File: config.mk
export PLATFORM = sky130hd
export DESIGN_NAME = word_wrap_text_placer
export DESIGN_NICKNAME = d
export VERILOG_FILES = /design/src/sv/wwtp_pkg.sv /design/src/sv/wwtp_ram.sv /design/src/sv/word_wrap_text_placer.sv
export SDC_FILE = /design/constraint.sdc
export NUM_CORES = 1
export LEC_CHECK = 0
export BUFFER_PORTS_ARGS = -buffer_cell sky130_fd_sc_hd__buf_2
export CAP_MARGIN = 20
export CORE_ASPECT_RATIO = 1.2
export CORE_UTILIZATION = 25
export CTS_CLUSTER_SIZE = 20
export DETAILED_ROUTE_END_ITERATION = 10
export PLACE_DENSITY = 0.41
export SLEW_MARGIN = 40
export SYNTH_ARGS = -nofsm -noshare
export SYNTH_HDL_FRONTEND = slang
export SYNTH_SLANG_ARGS = --single-unit
File: constraint.sdc
create_clock -name clk -period 4.8 [get_ports clk]
set_input_delay 0.48 -clock clk [delete_from_list [all_inputs] [get_ports clk]]
set_output_delay 0.48 -clock clk [all_outputs]
set_load 0.02 [all_outputs]
File: src/sv/wwtp_pkg.sv
// Shared widths and character codes for the word wrap text placer.
// No dependencies; imported by the top level and its checker.
`timescale 1ns / 1ps
`default_nettype none

package wwtp_pkg;

	localparam int COL_W   = 6;
	localparam int ROW_W   = 5;
	localparam int GLYPH_W = 8;
	localparam int CODE_W  = 8;

	localparam logic [CODE_W-1:0] BLANK_CHAR = 8'd32;

	localparam logic ACT_CHAR = 1'b0;
	localparam logic ACT_END  = 1'b1;

endpackage

`default_nettype wire

File: src/sv/wwtp_ram.sv
// Generic single-port-write, single-port-read RAM with a registered read.
// No dependencies.
`timescale 1ns / 1ps
`default_nettype none

module wwtp_ram #(
	parameter int WIDTH = 8,
	parameter int DEPTH = 40
) (
	input  wire logic                     clk,
	input  wire logic                     we,
	input  wire logic [$clog2(DEPTH)-1:0] waddr,
	input  wire logic [WIDTH-1:0]         wdata,
	input  wire logic                     re,
	input  wire logic [$clog2(DEPTH)-1:0] raddr,
	output logic      [WIDTH-1:0]         rdata
);

	logic [WIDTH-1:0] mem_q [DEPTH];

	always_ff @(posedge clk) begin
		if (we) begin
			mem_q[waddr] <= wdata;
		end
		if (re) begin
			rdata <= mem_q[raddr];
		end
	end

endmodule

`default_nettype wire

File: src/sv/word_wrap_text_placer.sv
// Word wrap text placer: gathers characters into words and places them on a
// ROW_WIDTH by ROW_COUNT screen, one output transaction per written cell.
// Depends on wwtp_pkg and wwtp_ram.
//
// A space or end of data first decides the placement and then emits the
// cells: the blanking cells of a wrapped row come first, then the word's
// cells, with no gap between them because the word store is read ahead of
// each word cell. A single cell counter walks the blanking run and the word
// store one entry per cycle while cell_stall does not hold the output.
// text_stall is high from the placement decision until the last cell has
// entered the output register, and cell_stall lengthens that run while it
// holds. A finished cell may still wait in the output register while the
// next character is taken.
`timescale 1ns / 1ps
`default_nettype none

module word_wrap_text_placer
	import wwtp_pkg::*;
#(
	parameter int ROW_WIDTH = 40,
	parameter int ROW_COUNT = 24
) (
	input  wire logic               clk,
	input  wire logic               arst_n,
	input  wire logic               text_valid,
	output logic                    text_stall,
	input  wire logic               action,
	input  wire logic [CODE_W-1:0]  char_code,
	output logic                    cell_valid,
	input  wire logic               cell_stall,
	output logic      [COL_W-1:0]   column,
	output logic      [ROW_W-1:0]   row,
	output logic      [GLYPH_W-1:0] glyph,
	output logic                    run_end
);

	localparam int AW = $clog2(ROW_WIDTH);
	localparam int CW = $clog2(ROW_WIDTH + 1);
	localparam int RW = (ROW_COUNT > 1) ? $clog2(ROW_COUNT) : 1;

	typedef enum logic [1:0] {
		ST_IDLE,
		ST_BLANK,
		ST_WORD
	} state_t;

	state_t             state_q;
	logic [CW-1:0]      word_count_q;
	logic [CW-1:0]      cursor_col_q;
	logic [RW-1:0]      cursor_row_q;
	logic [AW-1:0]      idx_q;
	logic [AW-1:0]      last_idx_q;
	logic [CW-1:0]      start_q;
	logic               len_zero_q;
	logic               cell_valid_q;
	logic [COL_W-1:0]   column_q;
	logic [ROW_W-1:0]   row_q;
	logic [GLYPH_W-1:0] glyph_q;
	logic               run_end_q;

	logic               text_accept;
	logic               is_char;
	logic               is_place;
	logic               store_we;
	logic [CW:0]        span;
	logic               wrap;
	logic               full_word;
	logic [CW-1:0]      word_start;
	logic [RW-1:0]      next_row;
	logic               slot_free;
	logic               blank_last;
	logic               word_last;
	logic               rd_en;
	logic [AW-1:0]      rd_addr;
	logic [GLYPH_W-1:0] rd_data;

	assign text_stall  = (state_q != ST_IDLE);
	assign text_accept = text_valid && (state_q == ST_IDLE);

	assign is_char  = (action == ACT_CHAR) && (char_code != BLANK_CHAR) && (char_code != '0);
	assign is_place = ((action == ACT_CHAR) && (char_code == BLANK_CHAR))
		|| ((action == ACT_END) && (word_count_q != '0));
	assign store_we = text_accept && is_char && (word_count_q < CW'(ROW_WIDTH));

	// The word wraps when fewer than its length plus one columns remain.
	assign span       = {1'b0, cursor_col_q} + {1'b0, word_count_q};
	assign wrap       = (span >= (CW + 1)'(ROW_WIDTH));
	assign full_word  = (word_count_q == CW'(ROW_WIDTH));
	assign word_start = (wrap || (cursor_col_q == '0)) ? '0 : CW'(cursor_col_q + CW'(1));
	assign next_row   = (cursor_row_q == RW'(ROW_COUNT - 1)) ? '0 : RW'(cursor_row_q + RW'(1));

	assign slot_free  = !cell_valid_q || !cell_stall;
	assign blank_last = (idx_q == AW'(ROW_WIDTH - 1));
	assign word_last  = (idx_q == last_idx_q);

	// The store is read ahead of the cell that uses the character.
	always_comb begin
		rd_en = 1'b0;
		unique case (state_q)
			ST_IDLE: begin
				rd_en = text_accept && is_place && (word_count_q != '0) && (!wrap || full_word);
			end
			ST_BLANK: begin
				rd_en = slot_free && blank_last && !len_zero_q;
			end
			ST_WORD: begin
				rd_en = slot_free && !word_last;
			end
			default: begin
				rd_en = 1'b0;
			end
		endcase
	end

	assign rd_addr = (state_q == ST_WORD) ? AW'(idx_q + AW'(1)) : '0;

	wwtp_ram #(
		.WIDTH (GLYPH_W),
		.DEPTH (ROW_WIDTH)
	) u_word_store (
		.clk   (clk),
		.we    (store_we),
		.waddr (word_count_q[AW-1:0]),
		.wdata (char_code),
		.re    (rd_en),
		.raddr (rd_addr),
		.rdata (rd_data)
	);

	always_ff @(posedge clk or negedge arst_n) begin
		if (!arst_n) begin
			state_q      <= ST_IDLE;
			word_count_q <= '0;
			cursor_col_q <= '0;
			cursor_row_q <= '0;
			cell_valid_q <= 1'b0;
		end else begin
			if (cell_valid_q && !cell_stall) begin
				cell_valid_q <= 1'b0;
			end
			unique case (state_q)
				ST_IDLE: begin
					if (text_accept) begin
						if (store_we) begin
							word_count_q <= CW'(word_count_q + CW'(1));
						end
						if (is_place) begin
							word_count_q <= '0;
							last_idx_q   <= AW'(CW'(word_count_q - CW'(1)));
							len_zero_q   <= (word_count_q == '0);
							if (wrap) begin
								cursor_row_q <= next_row;
								cursor_col_q <= word_count_q;
								start_q      <= '0;
								if (full_word) begin
									idx_q   <= '0;
									state_q <= ST_WORD;
								end else begin
									idx_q   <= word_count_q[AW-1:0];
									state_q <= ST_BLANK;
								end
							end else begin
								cursor_col_q <= CW'(word_start + word_count_q);
								start_q      <= word_start;
								idx_q        <= '0;
								if (word_count_q != '0) begin
									state_q <= ST_WORD;
								end
							end
						end
					end
				end
				ST_BLANK: begin
					if (slot_free) begin
						cell_valid_q <= 1'b1;
						column_q     <= COL_W'(idx_q);
						row_q        <= ROW_W'(cursor_row_q);
						glyph_q      <= BLANK_CHAR;
						run_end_q    <= blank_last && len_zero_q;
						if (blank_last) begin
							idx_q   <= '0;
							state_q <= len_zero_q ? ST_IDLE : ST_WORD;
						end else begin
							idx_q <= AW'(idx_q + AW'(1));
						end
					end
				end
				ST_WORD: begin
					if (slot_free) begin
						cell_valid_q <= 1'b1;
						column_q     <= COL_W'(CW'(start_q + CW'(idx_q)));
						row_q        <= ROW_W'(cursor_row_q);
						glyph_q      <= rd_data;
						run_end_q    <= word_last;
						if (word_last) begin
							state_q <= ST_IDLE;
						end else begin
							idx_q <= AW'(idx_q + AW'(1));
						end
					end
				end
				default: begin
					state_q <= ST_IDLE;
				end
			endcase
		end
	end

	assign cell_valid = cell_valid_q;
	assign column     = column_q;
	assign row        = row_q;
	assign glyph      = glyph_q;
	assign run_end    = run_end_q;

endmodule

`default_nettype wire

==> key figures <==
Outcome
  • Outcome: finished, final reports clean

STA
  • Hold Vio Cnt, Final: 0
  • Final number of max-transition violations: 0
  • Part of the cycle the worst path needs: 0.857
  • Setup repair after global routing missed its margin: false
  • Setup TNS after final layout: 0 ns
  • Post-route minimum period: 4.11 ns
  • Slew Limit Headroom: 0.432
  • Final critical-path setup slack: 0.687 ns
  • Worst-Margin Slew: 0.850 ns
  • Count of final setup violators: 0
  • Fin Clk Skew: 0.0148 ns
  • Highest clock frequency the design can meet: 243 MHz

CTS
  • Clock slew at reported path FFs: 0.06 ns
  • Clock Sink Count: 387
  • Longest Clk Path Bufs: 3
  • Inserted Clock Buffers: 45
  • Insertion delay of the later-clocked pin in the worst-skew pair: 0.58 ns
  • Root Driver: clkbuf_16
  • CTS tree: yes
  • CTS H-Tree Depth: 2
  • Buffers inserted during post-CTS setup optimization: 0

Synthesis
  • Yosys top cell area share: 0.650
  • Mean instance size in the synthesized netlist: 14.5 µm²
  • Mux contribution to synthesized area: 0.0755
  • Async set-or-reset flop fraction in the synthesized netlist: 0.0517
  • Area fraction in and, or, nand and nor cells after synthesis: 0.0908
  • Dominant combinational cell family by area after synthesis: simple AND/OR/NAND/NOR gates
  • Area share of fa/ha/maj cells after synthesis: 0.0227
  • Library cell occupying the most area in the post-synthesis netlist: edfxtp_1
  • Share of the synthesized netlist area taken by xor and xnor gates: 0.0171
  • Post-synth top flop: edfxtp_1
  • Main area contributors after synthesis: edfxtp_1 (65%), mux2i_1 (4.0%), dfrtp_1 (3.0%)
  • Fraction of the mapped netlist area in compound gates: 0.0885
  • Synthesized netlist net count: 1212
  • Number of enable flip-flop cells after synthesis: 367
  • Distinct cells, synth: 72
  • Cells after synthesis: 1170
  • Number of warning messages in the yosys log: 0
  • Synth Register Bits: 387
  • Cell area after technology mapping: 16900 µm²
  • Sequential fraction of the synthesis area: 0.680

Place
  • Final estimated routing congestion in global placement: 0.809
  • IO Port Bufs: 34
  • Placed wire-length estimate: 28.2 mm
  • Worst slack at placement: 0.704 ns
  • Placed Instance Area: 18300 µm²
  • Placed insts: 2074

Routing
  • Wire length per cell after detailed routing: 20.5 µm
  • Post-detailed-route DRC marker count: 0
  • Routed via count divided by cell count: 4.51
  • Via count: 9731
  • Total detailed-routing wirelength: 44.3 mm
  • First-pass iteration count of the detailed router: 4
  • Starting DRC count in detailed routing: 538
  • Detail Route Antenna Nets: 0

Floorplan
  • Total Die Area: 68800 µm²
  • Number of rows created at floorplan: 104
  • Starting density of the core: 0.253
  • Die boundary width: 240 µm
  • IO Pins: 35
  • Die Height: 287 µm
  • Area of the placeable core: 67000 µm²

Min path
  • Hold crit path type: primary input to flop

Worst setup path
  • Cell type of the slowest stage on the worst timing path: dfrtp_1
  • Critical path buffers and inverters: 3
  • Critical Path Start Type: flop
  • Cells traversed along the worst timing path: inv_1 > fa_1 > nand2b_1 > a21oi_1 > xor2_1 > o21ai_2 > buf_4 > nand4_1 > inv_1 > ha_1 > a211oi_1 > o21bai_1 > a21oi_1 > xor2_1 > o21ai_0 > or3b_1
  • Worst EP arrival: 4.57 ns
  • Worst setup path category: flop to flop
  • Setup crit end kind: flop
  • Largest fanout on the critical path: 17
  • Stage delay of the slowest cell on the critical path: 0.59 ns
  • Cell class contributing the biggest share of worst-path delay: compound AO/OA/AOI/OAI gates
  • Data required time at the worst endpoint: 5.26 ns

Pwr
  • PwrDens: 604 nW/µm²
  • Worst vdd ir: 0.400 mV
  • LEAKAGE: 6.52 nW

Layout
  • Layout Cell Area excl Fill: 19700 µm²
  • Area added between synthesis and finish: 16.1%
  • Share of final-layout standard cells stronger than drive strength 1: 0.171
  • Most common library cell in the layout ignoring fill and taps: edfxtp_1
  • Number of nets in the finished design: 1263
  • Leading cell types in the layout, fill and taps excluded: edfxtp_1 (367), nand2_1 (99), mux2i_1 (67)
  • Finished Layout Cells: 2158
  • Antenna Diode Count: 0

Global routing
  • Number of global-route vias before repair: 9771
  • Total congestion overflow after global routing: 0
  • Global routing usage summed across all routing layers: 0.131
  • Global-route wire length before repair: 66.0 mm
  • Maximum number of pins on one net before global-route repair: 138
  • Number of antenna violations at the first check in global routing: 1

Job
  • Max_cap viols: 0
layer usage:
layer | wire, µm | GRT usage
met5 | 0 | 0
met4 | 1230 | 0.0417
met3 | 1660 | 0.0239
met2 | 21200 | 0.215
met1 | 20100 | 0.173
report_power, final:
group	leakage, nW	internal (mW)	switching (mW)	total [mW]
Combinational	2.28	1.68	2.80	4.48
Sequential	3.57	4.02	0.165	4.19
Clock	0.669	1.82	1.39	3.21
Total	6.52	7.52	4.35	11.9
worst register-to-register path: stages (launching register included):
cell	delay, ns
dfrtp_1	0.59
inv_1	0.25
fa_1	0.43
nand2b_1	0.16
a21oi_1	0.19
xor2_1	0.27
o21ai_2	0.12
buf_4	0.21
nand4_1	0.19
inv_1	0.07
ha_1	0.31
a211oi_1	0.26
o21bai_1	0.11
a21oi_1	0.17
xor2_1	0.20
o21ai_0	0.10
or3b_1	0.37
kinds of logic after synthesis:
kind of cell,after synthesis
AO/OA/AOI/OAI,205
adder cells (fa/ha/maj),29
flip-flops,387
buffers and inverters,91
multiplexers,106
AND/OR/NAND/NOR,319
XOR/XNOR,33
layout make-up:
class                      count  area (µm²)
clock buffer                  55        1190
clock inverter                28         178
fill                        6682       47300
inverter                      24        90.1
multi-input combinational    692        5090
sequential                   387       11500
tap                          901        1130
timing repair buffer          71         475
per-stage QoR:
step | utilization | hold WS [ns] | power [mW]
3_5_place_dp | 0.273 | 0.507 | 8.81
6_report | 0.294 | 0.231 | 11.9
4_1_cts | 0.293 | 0.181 | 12.1
2_1_floorplan | - | 0.184 | 7.37
3_3_place_gp | 0.272 | 0.506 | 8.82
5_1_grt | 0.294 | 0.228 | 12.6
flip-flops by register name, summed over array words and instances, names as in the netlist:
name and cells:
cell_valid 1, column 6, cursor_col_q 6, cursor_row_q 5
glyph 8, idx_q 6, last_idx_q 6, len_zero_q 1
row 5, run_end 1, start_q 6, state_q 2
u_word_store.mem_q 320, u_word_store.rdata 8, word_count_q 6
path summary, 6_finish.rpt:
check	startpoint	endpoint	slack [ns]	cells past startpoint
max in group asynchronous	arst_n	cursor_row_q[0]$_DFFE_PN0P_	3.96	2
worst min-delay path	cell_stall	cell_valid$_DFF_PN0_	0.23	3
worst min register to register	cursor_row_q[1]$_DFFE_PN0P_	row[1]$_DFFE_PP_	0.51	0
min in group asynchronous	arst_n	cursor_col_q[1]$_DFFE_PN0P_	0.45	2
worst max register to register	word_count_q[1]$_DFFE_PN0P_	cursor_col_q[5]$_DFFE_PN0P_	0.69	16
worst max-delay path	word_count_q[1]$_DFFE_PN0P_	cursor_col_q[5]$_DFFE_PN0P_	0.69	16
timing repair:
action                                  in CTS  in global routing
endpoints found under the hold margin       20                  0
resized for setup                            0                  0
endpoints found under the setup margin       0                  0
hold buffers                                 1                  0
synthesized netlist by cell type (21+ instances only):
cell type	number
nor2_1	75
a311oi_1	22
a21oi_1	38
buf_2	22
o211ai_1	21
edfxtp_1	367
ha_1	26
inv_1	24
nand3_1	42
clkbuf_1	24
nand2_1	99
a211oi_1	33
nor2b_1	29
mux2i_1	67
No activity file was read; power rests on OpenSTA's default activity.
